$ cat src/hdl/ttyop_pkg.sv
// Package for the terminal output post-processor: beat layouts, register
// indexes, function codes and character constants.
// No dependencies; imported by ttyop_core and tty_output_post_processor_unit.
package ttyop_pkg;

	localparam int COL_W = 12;
	localparam logic [COL_W-1:0] COL_MAX = 12'hFFF;

	localparam logic [2:0] REG_POST_ENABLE     = 3'd0;
	localparam logic [2:0] REG_NEWLINE_TO_CRLF = 3'd1;
	localparam logic [2:0] REG_LOWER_TO_UPPER  = 3'd2;
	localparam logic [2:0] REG_CARET_ECHO      = 3'd3;
	localparam logic [2:0] REG_EOF_CHAR        = 3'd4;
	localparam logic [2:0] REG_WINDOW_COLS     = 3'd5;

	typedef enum logic [1:0] {
		FUNC_WRITE = 2'd0,
		FUNC_ECHO  = 2'd1,
		FUNC_CLEAR = 2'd2,
		FUNC_NONE  = 2'd3
	} func_t;

	localparam logic [7:0] CH_LF    = 8'h0A;
	localparam logic [7:0] CH_CR    = 8'h0D;
	localparam logic [7:0] CH_TAB   = 8'h09;
	localparam logic [7:0] CH_BS    = 8'h08;
	localparam logic [7:0] CH_CARET = 8'h5E;
	localparam logic [7:0] CH_SPACE = 8'h20;
	localparam logic [7:0] CH_DEL   = 8'h7F;
	localparam logic [7:0] CH_VT_CR_LAST = 8'h0D;
	localparam logic [7:0] CH_LOWER_A = 8'h61;
	localparam logic [7:0] CH_LOWER_Z = 8'h7A;
	localparam logic [7:0] CASE_OFFSET  = 8'd32;
	localparam logic [7:0] CARET_OFFSET = 8'd64;

	typedef struct packed {
		logic             post_enable;
		logic             newline_to_crlf;
		logic             lower_to_upper;
		logic             caret_echo;
		logic [7:0]       eof_char;
		logic [COL_W-1:0] window_cols;
	} cfg_t;

	typedef struct packed {
		logic [1:0] func;
		logic [7:0] char_in;
		logic       escaped;
		logic [1:0] queue_room;
	} item_t;

	typedef struct packed {
		logic [7:0]       out_byte;
		logic             out_valid;
		logic             last;
		logic             refused;
		logic [COL_W-1:0] column_now;
	} result_t;

	typedef struct packed {
		result_t          first;
		logic             two;
		logic [7:0]       second_byte;
		logic [COL_W-1:0] next_col;
	} step_t;

endpackage

$ cat src/hdl/tty_output_post_processor_unit.sv
// Top level of the terminal output post-processor: input register, cursor and
// configuration registers, result register with a second-beat holding stage.
// Depends on ttyop_pkg and ttyop_core.
//
//   Channel   Direction  Handshake                  Payload
//   s_axis    in         s_axis_tvalid/tready       tdata, tuser (character, mode)
//   m_axis    out        m_axis_tvalid/tready       tdata, tuser, tlast (bytes)
//   cfg       in         cfg_valid/cfg_ready        cfg_index, cfg_data
//
// A character is registered on entry, decoded by ttyop_core once the result
// register can take it, and its first output beat is registered there.
// A new character is accepted every cycle while the output is not stalled; one
// that emits two bytes holds the processing stage while its second beat goes out.
// Reset clears the column to zero and loads the configuration defaults.
// A stalled output holds its beat and backs up into the input register.
module tty_output_post_processor_unit #(
	parameter int TAB_WIDTH = 8
) (
	input  logic        clk,
	input  logic        arst_n,
	input  logic        s_axis_tvalid,
	output logic        s_axis_tready,
	// Bits from 0: char_in[7:0], escaped[8], queue_room[10:9], zero fill.
	input  logic [15:0] s_axis_tdata,
	// Bits from 0: func[1:0].
	input  logic [1:0]  s_axis_tuser,
	output logic        m_axis_tvalid,
	input  logic        m_axis_tready,
	// Bits from 0: out_byte[7:0], column_now[19:8], zero fill.
	output logic [23:0] m_axis_tdata,
	// Bits from 0: out_valid[0], refused[1].
	output logic [1:0]  m_axis_tuser,
	output logic        m_axis_tlast,
	input  logic        cfg_valid,
	output logic        cfg_ready,
	input  logic [2:0]  cfg_index,
	input  logic [11:0] cfg_data
);
	import ttyop_pkg::*;

	item_t            item_s1;
	logic             valid_s1;
	cfg_t             cfg_q;
	logic [COL_W-1:0] cursor_q;
	result_t          out_q;
	logic             out_v_q;
	logic             sec_v_q;
	logic [7:0]       sec_byte_q;
	step_t            step;
	logic             fire;
	logic             out_taken;

	ttyop_core #(
		.TAB_WIDTH(TAB_WIDTH)
	) u_core (
		.cfg  (cfg_q),
		.item (item_s1),
		.col  (cursor_q),
		.step (step)
	);

	assign out_taken = out_v_q && m_axis_tready;
	assign fire = valid_s1 && !sec_v_q && (!out_v_q || m_axis_tready);
	assign s_axis_tready = !valid_s1 || fire;
	assign cfg_ready = 1'b1;

	assign m_axis_tvalid = out_v_q;
	assign m_axis_tdata = {4'b0, out_q.column_now, out_q.out_byte};
	assign m_axis_tuser = {out_q.refused, out_q.out_valid};
	assign m_axis_tlast = out_q.last;

	always_ff @(posedge clk or negedge arst_n) begin
		if (!arst_n) begin
			valid_s1 <= 1'b0;
			out_v_q <= 1'b0;
			sec_v_q <= 1'b0;
			cursor_q <= '0;
		end else begin
			if (s_axis_tready) begin
				valid_s1 <= s_axis_tvalid;
			end
			if (fire) begin
				out_v_q <= 1'b1;
				sec_v_q <= step.two;
				cursor_q <= step.next_col;
			end else if (out_taken) begin
				out_v_q <= sec_v_q;
				sec_v_q <= 1'b0;
			end
		end
	end

	always_ff @(posedge clk) begin
		if (s_axis_tvalid && s_axis_tready) begin
			item_s1.func <= s_axis_tuser;
			item_s1.char_in <= s_axis_tdata[7:0];
			item_s1.escaped <= s_axis_tdata[8];
			item_s1.queue_room <= s_axis_tdata[10:9];
		end
		if (fire) begin
			out_q <= step.first;
			sec_byte_q <= step.second_byte;
		end else if (out_taken && sec_v_q) begin
			out_q.out_byte <= sec_byte_q;
			out_q.out_valid <= 1'b1;
			out_q.last <= 1'b1;
			out_q.refused <= 1'b0;
			out_q.column_now <= cursor_q;
		end
	end

	always_ff @(posedge clk or negedge arst_n) begin
		if (!arst_n) begin
			cfg_q.post_enable <= 1'b1;
			cfg_q.newline_to_crlf <= 1'b1;
			cfg_q.lower_to_upper <= 1'b0;
			cfg_q.caret_echo <= 1'b1;
			cfg_q.eof_char <= 8'd4;
			cfg_q.window_cols <= 12'd80;
		end else if (cfg_valid && cfg_ready) begin
			case (cfg_index)
				REG_POST_ENABLE:     cfg_q.post_enable <= cfg_data[0];
				REG_NEWLINE_TO_CRLF: cfg_q.newline_to_crlf <= cfg_data[0];
				REG_LOWER_TO_UPPER:  cfg_q.lower_to_upper <= cfg_data[0];
				REG_CARET_ECHO:      cfg_q.caret_echo <= cfg_data[0];
				REG_EOF_CHAR:        cfg_q.eof_char <= cfg_data[7:0];
				REG_WINDOW_COLS:     cfg_q.window_cols <= cfg_data;
				default: begin
					cfg_q <= cfg_q;
				end
			endcase
		end
	end

endmodule

$ cat src/hdl/ttyop_core.sv
// Combinational step of the output post-processor: decodes one character
// against the configuration and the cursor column, giving up to two beats.
// Depends on ttyop_pkg.
module ttyop_core #(
	parameter int TAB_WIDTH = 8
) (
	input  ttyop_pkg::cfg_t                  cfg,
	input  ttyop_pkg::item_t                 item,
	input  logic [ttyop_pkg::COL_W-1:0]      col,
	output ttyop_pkg::step_t                 step
);
	import ttyop_pkg::*;

	// The column is divided by the tab width through a reciprocal multiply;
	// this shift keeps the quotient exact over the whole column range.
	localparam int DIV_SHIFT = COL_W + $clog2(TAB_WIDTH);
	localparam int MULT_W = DIV_SHIFT + 1;
	localparam int PROD_W = COL_W + MULT_W;
	localparam logic [MULT_W-1:0] DIV_MULT =
		MULT_W'((2 ** DIV_SHIFT + TAB_WIDTH - 1) / TAB_WIDTH);

	logic [7:0]       ch;
	logic             is_ctrl;
	logic             is_space;
	logic             caret_path;
	logic [COL_W-1:0] col_inc1;
	logic [COL_W-1:0] col_inc2;
	logic [COL_W-1:0] cap;
	logic [PROD_W-1:0] prod;
	logic [COL_W-1:0] quot;
	logic [COL_W:0]   tab_next;
	logic [COL_W-1:0] tab_col;
	logic [7:0]       pp_byte;
	logic             pp_two;
	logic [COL_W-1:0] pp_col;
	logic             emit;
	logic [7:0]       em_byte;
	logic [7:0]       em_second;
	logic             em_two;
	logic [COL_W-1:0] em_col;
	logic             fits;

	assign ch = item.char_in;
	assign is_ctrl = (ch < CH_SPACE) || (ch == CH_DEL);
	assign is_space = (ch inside {[CH_TAB:CH_VT_CR_LAST]}) || (ch == CH_SPACE);
	assign caret_path = (func_t'(item.func) == FUNC_ECHO) && is_ctrl && !is_space
		&& cfg.caret_echo;

	assign col_inc1 = (col == COL_MAX) ? COL_MAX : col + 1'b1;
	assign col_inc2 = (col >= COL_MAX - 1'b1) ? COL_MAX : col + 2'd2;

	assign cap = cfg.window_cols - 1'b1;
	assign prod = PROD_W'(col) * PROD_W'(DIV_MULT);
	assign quot = prod[DIV_SHIFT +: COL_W];
	assign tab_next = ({1'b0, quot} + 1'b1) * (COL_W+1)'(TAB_WIDTH);

	always_comb begin
		tab_col = col;
		if (cfg.window_cols != '0 && col < cap) begin
			tab_col = (tab_next < {1'b0, cap}) ? tab_next[COL_W-1:0] : cap;
		end
	end

	always_comb begin
		pp_byte = ch;
		pp_two = 1'b0;
		pp_col = col;
		if (!cfg.post_enable) begin
			pp_col = col;
		end else if (ch == CH_LF) begin
			if (cfg.newline_to_crlf) begin
				pp_byte = CH_CR;
				pp_two = 1'b1;
				pp_col = '0;
			end
		end else if (ch == CH_TAB) begin
			pp_col = tab_col;
		end else if (ch == CH_BS) begin
			pp_col = (col != '0) ? col - 1'b1 : col;
		end else begin
			if (cfg.lower_to_upper && (ch inside {[CH_LOWER_A:CH_LOWER_Z]})) begin
				pp_byte = ch - CASE_OFFSET;
			end
			if (!is_ctrl) begin
				pp_col = col_inc1;
			end
		end
	end

	always_comb begin
		emit = 1'b1;
		em_byte = pp_byte;
		em_second = CH_LF;
		em_two = pp_two;
		em_col = pp_col;
		if (caret_path) begin
			if (!item.escaped && ch == cfg.eof_char) begin
				emit = 1'b0;
			end else begin
				em_byte = CH_CARET;
				em_second = ch + CARET_OFFSET;
				em_two = 1'b1;
				em_col = col_inc2;
			end
		end
	end

	assign fits = em_two ? item.queue_room[1] : (item.queue_room != 2'd0);

	always_comb begin
		step.first.out_byte = '0;
		step.first.out_valid = 1'b0;
		step.first.last = 1'b1;
		step.first.refused = 1'b0;
		step.first.column_now = col;
		step.two = 1'b0;
		step.second_byte = em_second;
		step.next_col = col;
		case (func_t'(item.func))
			FUNC_CLEAR: begin
				step.next_col = '0;
				step.first.column_now = '0;
			end
			FUNC_WRITE, FUNC_ECHO: begin
				if (emit) begin
					if (!fits) begin
						step.first.refused = (func_t'(item.func) == FUNC_WRITE);
					end else begin
						step.next_col = em_col;
						step.first.out_byte = em_byte;
						step.first.out_valid = 1'b1;
						step.first.last = !em_two;
						step.first.column_now = em_col;
						step.two = em_two;
					end
				end
			end
			default: begin
				step.next_col = col;
			end
		endcase
	end

endmodule
$ cat config.mk
export PLATFORM = sky130hd
export DESIGN_NAME = tty_output_post_processor_unit
export DESIGN_NICKNAME = d
export VERILOG_FILES = /design/src/hdl/ttyop_pkg.sv /design/src/hdl/tty_output_post_processor_unit.sv /design/src/hdl/ttyop_core.sv
export SDC_FILE = /design/constraint.sdc
export NUM_CORES = 1
export LEC_CHECK = 0
export BUFFER_PORTS_ARGS = -buffer_cell sky130_fd_sc_hd__buf_4
export CAP_MARGIN = 0
export CELL_PAD_IN_SITES_DETAIL_PLACEMENT = 1
export CELL_PAD_IN_SITES_GLOBAL_PLACEMENT = 1
export CORE_MARGIN = 5
export CORE_UTILIZATION = 50
export CTS_CLUSTER_DIAMETER = 80
export DETAILED_ROUTE_END_ITERATION = 10
export PLACE_DENSITY = 0.94
export SLEW_MARGIN = 10
export SYNTH_ARGS = -nofsm -noshare
export SYNTH_HDL_FRONTEND = slang
export SYNTH_HIERARCHICAL = 1
export SYNTH_SLANG_ARGS = --single-unit
$ cat constraint.sdc
create_clock -name clk -period 12.8 [get_ports clk]
set_input_delay 0.64 -clock clk [delete_from_list [all_inputs] [get_ports clk]]
set_output_delay 0.64 -clock clk [all_outputs]
set_load 0.05 [all_outputs]
# Yosys cells after proc, flatten, opt, wreduce, memory -nomap -nowiden

Index checks and enable logic that the tools add are counted.

Memories kept: 0
Memory bits (writable): 0
Register bits: 83
Latch bits: 0
Memory bits (read-only): 0
Word-level logic and storage cells: 137
Output and inout bits: 30

Eq/ne operators: 16
$add $sub $neg: 7
Divide/modulo/power cells: 0
Reductions and logical operators: 40
Multipliers: 0
$lt $le $gt $ge: 8
Shift-type cells: 0
Bitwise logic cells: 1
Muxes and demuxes: 45

Operator list:

| cell                                                       | count |
|---|---|
| 2-to-1 mux 12 bit                                          | 15 |
| 2-to-1 mux 8 bit                                           | 8 |
| case mux 12 bit (2 select lines)                           | 2 |
| 2-to-1 mux 23 bit                                          | 2 |
| equality test 8 x 4 -> 1 bit (second input constant)       | 3 |
| 2-to-1 mux 24 bit                                          | 1 |
| nonzero test 12 bit                                        | 2 |
| subtractor 12 x 1 -> 12 bit (second input constant)        | 2 |
| 2-to-1 mux 1 bit                                           | 14 |
| logical AND 1 bit                                          | 13 |
| less-than comparator 13 x 12 -> 1 bit                      | 1 |
| 2-to-1 mux 13 bit                                          | 1 |
| adder 12 x 1 -> 12 bit (second input constant)             | 1 |
| adder 12 x 2 -> 12 bit (second input constant)             | 1 |
| equality test 12 bit (second input constant)               | 1 |
| greater-or-equal comparator 12 bit (second input constant) | 1 |
| less-than comparator 12 bit                                | 1 |
| AND reduction 2 bit                                        | 6 |
| 2-to-1 mux 11 bit                                          | 1 |
| adder 9 x 1 -> 10 bit (second input constant)              | 1 |
| 2-to-1 mux 10 bit                                          | 1 |
| adder 8 x 7 -> 8 bit (second input constant)               | 1 |
| equality test 8 x 6 -> 1 bit (second input constant)       | 1 |
| equality test 8 x 7 -> 1 bit (second input constant)       | 1 |
| 21 further kinds                                           | 36 |

# Depth between registers and ports, before layout

Gate-level depths: netlist (run 1).

Depth after elaboration: 14
Mapped depth: 19
Gate-level depth less buffers: 16

# By module

The synthesis (run 1) kept the hierarchy.

By module, submodules not included:

| module                         | area each (sq um) | times used | seq. area each (sq um) | cells each |
|---|---|---|---|---|
| ttyop_core                     | 3472.1            | 1          | 0.0                    | 561 |
| tty_output_post_processor_unit | 3285.7            | 1          | 2304.7                 | 174 |

# Least setup slack after synthesis (run 1)

OpenSTA, ideal clock, no wires.

Path kind: register to register
Start: register cfg_q[5] (netlist name)
End: register out_q (netlist bit m_axis_tdata[11]), data pin
Library setup time: 0.260 ns
Setup slack: 8.549 ns
Stages on the path, launching flop included: 18
Buffers on the path: 3
Clock period less this slack: 4.251 ns
Arrival: 3.991 ns
Cell sequence: dfrtp_1 or3_1 buf_2 or3_1 nor2_1 xnor2_1 ha_1 or4b_1 and3_1 a221oi_1 o31a_1 buf_6 nand2_2 a211o_1 a31oi_1 o21ai_1 buf_4 mux2_4

RTL lines:

| element                | line                                  | source |
|---|---|---|
| start, declared        | tty_output_post_processor_unit.sv:43  | `cfg_t cfg_q;` |
| start signal, assigned | tty_output_post_processor_unit.sv:129 | `cfg_q <= cfg_q;` |
| end signal, assigned   | tty_output_post_processor_unit.sv:101 | `out_q <= step.first;` |
| end, declared          | tty_output_post_processor_unit.sv:45  | `result_t out_q;` |

# Final worst setup path (run 1)

Start: register cursor_q[4]
End: register out_q (netlist bit m_axis_tdata[11]), data pin

Cells in the longest elaborated chain, start to end: 13
Elaborated cells between the ends (all ways): 23
Classes of those cells: add/sub: 1; order compare: 3; eq/ne: 1; mux: 16; reduce/logical: 2

RTL lines:

| element                                                                    | line                                  | source |
|---|---|---|
| start, declared                                                            | tty_output_post_processor_unit.sv:44  | `logic [COL_W-1:0] cursor_q;` |
| start signal, assigned                                                     | tty_output_post_processor_unit.sv:85  | `cursor_q <= step.next_col;` |
| adder 9 x 1 -> 10 bit or equality test 12 bit (tied branches)              | ttyop_core.sv:55, ttyop_core.sv:49    |  |
| less-than comparator 13 x 12 -> 1 bit or 2-to-1 mux 12 bit (tied branches) | ttyop_core.sv:60, ttyop_core.sv:49    |  |
| 2-to-1 mux 12 bit (on tied branches)                                       | ttyop_core.sv:60, ttyop_core.sv:84    |  |
| 2-to-1 mux 12 bit (on tied branches)                                       | ttyop_core.sv:59, ttyop_core.sv:78    |  |
| 2-to-1 mux 12 bit                                                          | ttyop_core.sv:76                      | `end else if (ch == CH_TAB) begin` |
| 2-to-1 mux 12 bit                                                          | ttyop_core.sv:70                      | `end else if (ch == CH_LF) begin` |
| 2-to-1 mux 12 bit                                                          | ttyop_core.sv:68                      | `if (!cfg.post_enable) begin` |
| 2-to-1 mux 12 bit                                                          | ttyop_core.sv:97                      | `if (!item.escaped && ch == cfg.eof_char) begin` |
| 2-to-1 mux 12 bit (*)                                                      | ttyop_core.sv:96                      | `if (caret_path) begin` |
| 2-to-1 mux 13 bit (*)                                                      | ttyop_core.sv:126                     | `if (!fits) begin` |
| 2-to-1 mux 24 bit (*)                                                      | ttyop_core.sv:125                     | `if (emit) begin` |
| case mux 12 bit (2 select lines) (*)                                       | ttyop_core.sv:119                     | `case (func_t'(item.func))` |
| 2-to-1 mux 23 bit (*)                                                      | tty_output_post_processor_unit.sv:100 | `if (fire) begin` |

Mark *: on every way between the ends. The rest lies on a longest branch, timed or not.
A chain may end at the register's enable or synchronous reset.

==> impl_metrics.json, run 1 <==
{
  "status": "finished, final reports clean",
  "fin_area_um2": 7460,
  "detail_route.wirelength_mm": 22.8,
  "critPathSlowestCell": "dfrtp_1",
  "die_w_um": 126,
  "tritoncts": "done",
  "clkSlewWorstSetupHoldPaths_ns": 0.07,
  "nNetsFinal": 821,
  "kind_of_cell_with_the_highest_combined_delay_on_the_critical_path": "compound AO/OA/AOI/OAI gates",
  "worst_ep_required_time_ns": 12.90,
  "synth_edf_count": 44,
  "post_synth_most_frequent_cells": "nor2_1, nand2_1, edfxtp_1, o21ai_0, a21oi_1",
  "critical_path.max_stage_delay_ns": 0.63,
  "final.period_utilization_pct": 40.2,
  "timing.critical_path.from_type": "flip-flop",
  "first_global_vias": 6417,
  "setup.worst_path.end": "m_axis_tdata[11]$_DFFE_PP_",
  "clock-root-buffer": "clkbuf_16",
  "clock_latency_ns": 0.36,
  "timing.clock.skew_ns": 0.0148,
  "synth-async-reset-ratio_pct": 47.0,
  "cts_setup_buffers": 0,
  "setup_slack_ns": 7.66,
  "worst_hold_slack_ns": 0.276,
  "synthToLayoutAreaGrowth_pct": 10.4,
  "antenna_diodes": 0,
  "synth_seq_area_share_pct": 34.1,
  "post_cts_hold_buffer_count": 0,
  "timing.critical_path.fanout_max": 11,
  "finalCriticalPeriod_ns": 5.14,
  "clock_sink_count": 83,
  "initial_core_util_pct": 51.0,
  "post_drt_via_cell_ratio": 6.68,
  "drc": 0,
  "tritoncts.num_buffers": 9,
  "worst_r2r_path_depth": 14,
  "initialDrtViolationCount": 633,
  "setup.worst_path.class": "flip-flop to flip-flop",
  "rows": 42,
  "worst-r2r-setup-slack_ns": 7.66,
  "placed_cells": 918,
  "path_common_cell": "ha_1",
  "worst_slew_margin_rel_pct": 35.5,
  "placement.cell_area_um2": 7150,
  "max_slew.worst_pin.slew_ns": 0.957,
  "r2r-end": "m_axis_tdata[11]$_DFFE_PP_",
  "finalNonFillerCells": 934,
  "yosysMostFrequentCell": "nor2_1",
  "die_height_um": 126,
  "mappedNetlistArea_um2": 6760,
  "hold_viol_final": 0,
  "dr_total_vias": 6238,
  "max_clock_freq_ghz": 0.194,
  "timing.final.setup_violations": 0,
  "place_ws_ns": 7.82,
  "pin_count_of_the_biggest_net_entering_global_routing": 42,
  "rsz0062_at_grt": "no",
  "fin_setup_tns_ns": 0,
  "totalPowerFinal_mw": 1.14,
  "synth_top_flop_cell": "edfxtp_1",
  "crit_chain": "ha_1, and4_1, nand2_1, xnor2_1, ha_1, or4b_1, and3_1, a221oi_1, o31a_1, nand2_2, a211o_1, a31oi_1, o21ai_1, mux2_4",
  "post-route-util_pct": 56.3,
  "timing.critical_path.to_type": "flip-flop",
  "number_of_port_buffers": 57,
  "synth_seq_cells": 83,
  "power.leakage_nw": 2.93,
  "powerDensity_nw_per_um2": 153,
  "path_buf_inv": 0,
  "crit_path_start": "cursor_q[4]$_DFFE_PN0P_",
  "initial_antenna_violation_count": 0,
  "regToRegStartpoint": "cursor_q[4]$_DFFE_PN0P_",
  "timing_max_transition_violations_final": 0,
  "yosys_warnings": 6,
  "maxCapViolCount": 0,
  "final_layout_size_suffix_gt1_share_pct": 21.2,
  "antenna_violating_nets_post_route": 0,
  "die_area_um2": 15900,
  "ys_types": 87,
  "timing.critical_path.depth": 14,
  "design.core.area_um2": 13200,
  "cts-htree-levels": 3,
  "timing.hold.worst.class": "primary input to async pin",
  "fillCellCount": 1543,
  "avgRoutedWirePerCell_um": 24.4,
  "detail_route.first_pass.iterations": 7,
  "syn-instance-count": 735,
  "grt_overflow": 0,
  "ios": 68,
  "ys_top_cells_by_area": "edfxtp_1, dfrtp_1, mux2_2",
  "syn_area_per_cell_um2": 9.19,
  "synth_top_area_cell": "edfxtp_1",
  "grt_util_all_layers_pct": 28.6,
  "grt_pass1_wl_mm": 36.1,
  "max-vdd-ir-drop_uv": 72.1,
  "gp_congestion": 0.969,
  "postCtsResizedCells": 0,
  "crit_arrival_ns": 5.24,
  "place_hpwl_mm": 16.8,
  "post_synth_top_area_share_pct": 19.6,
  "clockBufferDepth": 2
}
## how the worst min path moves through the flow
stage	slack [ns]	end	from	cells past startpoint
floorplan	0.34	cfg_q[0]$_DFFE_PN0P_	arst_n	0
global placement	0.50	sec_v_q$_DFFE_PN0P_	m_axis_tvalid$_DFFE_PN0P_	1
detailed placement	0.53	cfg_q[15]$_DFFE_PN0P_	cfg_q[15]$_DFFE_PN0P_	1
CTS	0.29	cfg_q[9]$_DFFE_PN0P_	arst_n	1
global route	0.33	cursor_q[7]$_DFFE_PN0P_	arst_n	1
finish	0.28	cfg_q[7]$_DFFE_PN0P_	arst_n	1
## sequential cells by signal, indices dropped and copies added (netlist names)
| register | cells |
|---|---|
| m_axis_tvalid | 1 |
| m_axis_tlast | 1 |
| sec_v_q | 1 |
| m_axis_tdata | 20 |
| cfg_q | 24 |
| m_axis_tuser | 2 |
| sec_byte_q | 8 |
| valid_s1 | 1 |
| cursor_q | 12 |
| item_s1 | 13 |
## report_power, final
part           internal [mW]  leakage [nW]  total, mW  switching, mW
Sequential             0.329         0.895      0.391         0.0620
Clock                  0.158         0.146      0.275          0.117
Combinational          0.179          1.89      0.476          0.298
Total                  0.666          2.93       1.14          0.476
## area by class of cell
| class | count | area, um^2 | area share [%] |
|---|---|---|---|
| Clock buffer | 10 | 239 | 3.20 |
| Multi-Input combinational cell | 567 | 4020 | 53.9 |
| Timing Repair Buffer | 68 | 510 | 6.84 |
| Sequential cell | 83 | 2300 | 30.9 |
| Clock inverter | 6 | 71.3 | 0.956 |
| Inverter | 24 | 90.1 | 1.21 |
| Tap cell | 176 | 220 | 2.95 |
## worst reg2reg max path: stages, from the launching register on
cell and delay, ns:
dfrtp_1 0.63, ha_1 0.43, and4_1 0.33, nand2_1 0.18, xnor2_1 0.20, ha_1 0.26
or4b_1 0.52, and3_1 0.20, a221oi_1 0.37, o31a_1 0.52, nand2_2 0.20, a211o_1 0.34
a31oi_1 0.30, o21ai_1 0.14, mux2_4 0.27
## cell families after synthesis
group	Yosys count	share of synthesized area, %
xor+xnor	36	4.67
simple gates	242	19.1
mux	61	11.1
flops	83	34.1
fa+ha+maj	30	5.55
compound gates	193	18.8
buf+inv	88	6.59
other cells	2	0.111
## layout by cell type (no fill, tap or decap), types with 23 or more instances in the layout
cell type	synthesis	routed
a21oi_1	37	36
xnor2_1	23	23
o21ai_0	44	44
nand2_1	52	52
ha_1	30	30
edfxtp_1	44	44
mux2_2	35	35
buf_4	18	68
nor2_1	63	63
dfrtp_1	33	33
## per-layer routing
| layer | global-route usage, % | wire length [um] | vias up |
|---|---|---|---|
| met5 | 0 | 0 | - |
| met4 | 11.1 | 721 | 0 |
| met3 | 4.70 | 1690 | 68 |
| met2 | 49.2 | 11300 | 318 |
| met1 | 35.8 | 9090 | 3088 |
| li1 | - | - | 2764 |
No activity file was read; power rests on OpenSTA's default activity.
==> run 2: changes to the inputs <==
Settings changed: ABC_AREA set to 1, CORE_UTILIZATION 50 to 44, PLACE_DENSITY 0.94 to 0.9.
Clock period 12.8 ns to 5.4 ns, I/O delays scaled along.
==> run 2 against run 1 <==
- worst setup slack got worse by 6.3 ns
- register-to-register slack got worse by 6.3 ns
- clock-buffer cell count is the same
- core utilization down 7.4 points
- critical endpoint is now m_axis_tdata[10]$_DFFE_PP_
- fmax increased by 26%
- sequential power grew to 2.5 times the previous value
- largest cell class unchanged
==> impl_metrics.json, run 2 <==
{
  "max_clock_freq_ghz": 0.245,
  "clockBufferDepth": 2,
  "antenna_diodes": 0,
  "critPathSlowestCell": "dfrtp_1",
  "placement.cell_area_um2": 7120,
  "crit_arrival_ns": 4.18,
  "kind_of_cell_with_the_highest_combined_delay_on_the_critical_path": "simple AND/OR/NAND/NOR gates",
  "maxCapViolCount": 0,
  "path_buf_inv": 3,
  "yosys_warnings": 6,
  "cts-htree-levels": 3,
  "power.leakage_nw": 3.73,
  "powerDensity_nw_per_um2": 402,
  "design.core.area_um2": 15200,
  "met3_usage_pct": 3.45,
  "fin_setup_tns_ns": 0,
  "clock_sink_count": 83,
  "timing.critical_path.from_type": "flip-flop",
  "synthToLayoutAreaGrowth_pct": 9.35,
  "antenna_violating_nets_post_route": 0,
  "mappedNetlistArea_um2": 6800,
  "synth_top_flop_cell": "edfxtp_1",
  "fin_area_um2": 7430,
  "initial_antenna_violation_count": 0,
  "grt_overflow": 0,
  "timing_max_transition_violations_final": 0,
  "syn_area_per_cell_um2": 6.90,
  "timing.critical_path.fanout_max": 13,
  "ys_top_cells_by_area": "edfxtp_1, nand2_1, dfrtp_1",
  "critical_path.max_stage_delay_ns": 0.42,
  "finalCriticalPeriod_ns": 4.08,
  "number_of_port_buffers": 57,
  "timing.critical_path.depth": 25,
  "die_height_um": 134,
  "tritoncts.num_buffers": 9,
  "regMostFlops": "cfg_q",
  "rows": 45,
  "worst_r2r_path_depth": 25,
  "ys_types": 46,
  "dr_total_vias": 6677,
  "synth_seq_cells": 83,
  "rsz0062_at_grt": "no",
  "post_drt_via_cell_ratio": 5.58,
  "gp_congestion": 0.963,
  "pin_count_of_the_biggest_net_entering_global_routing": 42,
  "max-vdd-ir-drop_uv": 242,
  "hold_viol_final": 0,
  "die_area_um2": 18000,
  "totalPowerFinal_mw": 2.98,
  "nNetsFinal": 1071,
  "postCtsResizedCells": 0,
  "post_synth_most_frequent_cells": "nand2_1, inv_1, a21oi_1, nor2_1, nand3_1",
  "worst_slew_margin_rel_pct": 16.4,
  "gr-usage-met2_pct": 42.6,
  "detail_route.first_pass.iterations": 5,
  "met1_track_utilization_from_global_routing_pct": 29.0,
  "final_layout_size_suffix_gt1_share_pct": 14.4,
  "first_global_vias": 6785,
  "grt_pass1_wl_mm": 34.7,
  "post_synth_top_area_share_pct": 19.4,
  "path_common_cell": "nand2_1",
  "ios": 68,
  "final_common_cell": "nand2_1",
  "final.period_utilization_pct": 75.5,
  "layout_common_cells": "nand2_1, inv_1, a21oi_1",
  "timing.final.setup_violations": 0,
  "avgRoutedWirePerCell_um": 17.9,
  "timing.clock.skew_ns": 0.00978,
  "timing.hold.worst.class": "primary input to flip-flop",
  "detail_route.wirelength_mm": 21.5,
  "worst_hold_slack_ns": 0.0909,
  "die_w_um": 134,
  "clkSlewWorstSetupHoldPaths_ns": 0.07,
  "setup.worst_path.class": "flip-flop to flip-flop",
  "largest_reg_flops": 24,
  "clock_latency_ns": 0.36,
  "clock-root-buffer": "clkbuf_16",
  "hold-path-cell-count": 1,
  "grt_util_all_layers_pct": 24.0,
  "syn-instance-count": 985,
  "synth_seq_area_share_pct": 33.9,
  "worst_ep_required_time_ns": 5.51,
  "synth_edf_count": 44,
  "synth_top_area_cell": "edfxtp_1",
  "initial_core_util_pct": 44.7,
  "tritoncts": "done",
  "yosysMostFrequentCell": "nand2_1",
  "max_slew.worst_pin.slew_ns": 1.25,
  "initialDrtViolationCount": 440,
  "timing.critical_path.to_type": "flip-flop",
  "grt.busiest_layer": "met2",
  "drc": 0,
  "place_hpwl_mm": 15.3,
  "synth-async-reset-ratio_pct": 47.0,
  "status": "finished, final reports clean"
}
## run 2: cell count changes after synthesis, sizes merged, moves of 19 or more
cell   previous run  this run
nand2            53       339
inv              24       118
nand3            20        61
a21oi            38        70
xnor2            23         4
mux2             56         0
## run 2: timing repair
action | in CTS | in global routing
hold endpoints to repair | 33 | 0
hold buffers | 1 | 0
buffers inserted | 0 | 0
## run 2: worst reg2reg max path, delay by kind of cell (launching register included)
family	cells	cell delay, ns
xor gates and xnor gates	1	0.35
adders and majority gates	1	0.33
buffers and inverters	3	0.44
DFF	1	0.42
and+or+nand+nor	20	2.30
## run 2: cell type report
type | count | area [um^2]
multi-input combinational | 730 | 3690
tap | 188 | 235
timing repair buffer | 60 | 453
clock inverter | 6 | 70.1
sequential | 83 | 2300
inverter | 119 | 452
fill | 1996 | 7770
clock buffer | 10 | 229
## run 2: worst paths after layout
check / slack (ns) / from / end
max in group asynchronous: 4.55 / arst_n / cursor_q[4]$_DFFE_PN0P_
min in group asynchronous: 0.45 / arst_n / cfg_q[21]$_DFFE_PN0P_
worst max-delay path: 1.32 / cfg_q[2]$_DFFE_PN0P_ / m_axis_tdata[10]$_DFFE_PP_
worst min register to register: 0.50 / cfg_q[20]$_DFFE_PN1P_ / cfg_q[20]$_DFFE_PN1P_
worst max register to register: 1.32 / cfg_q[2]$_DFFE_PN0P_ / m_axis_tdata[10]$_DFFE_PP_
worst min-delay path: 0.09 / s_axis_tdata[2] / item_s1[5]$_DFFE_PP_
## run 2: report_power, final
group          leakage [nW]  internal [mW]  switching, mW
sequential            0.911          0.803          0.178
clock                 0.148          0.364          0.275
combinational          2.67          0.427          0.937
## run 2: per-layer routing
| metal | routed length, um | vias to the layer above |
|---|---|---|
| met2 | 10800 | 179 |
| met3 | 864 | 62 |
| met1 | 9010 | 3227 |
| li1 | - | 3209 |
| met4 | 734 | 0 |
| met5 | 0 | - |
## run 2: cell families after synthesis
logic type	count (synthesis)	share of synthesized area, %
AOI/OAI and AO/OA	152	12.7
xor gates and xnor gates	21	2.71
adders and majority gates	30	5.52
buffers and inverters	175	12.0
DFF	83	33.9
other	2	0.111
and+or+nand+nor	522	33.0
## run 2: through the flow
| stage | util [%] | setup slack (ns) | cells |
|---|---|---|---|
| 6_report | 48.9 | 1.32 | 1196 |
| 5_1_grt | 48.9 | 1.03 | 1196 |
| 4_1_cts | 48.9 | 1.40 | 1196 |
| 3_5_place_dp | 46.8 | 1.43 | 1179 |
| 3_3_place_gp | 46.8 | 1.55 | 1179 |
| 2_1_floorplan | - | 2.16 | 988 |
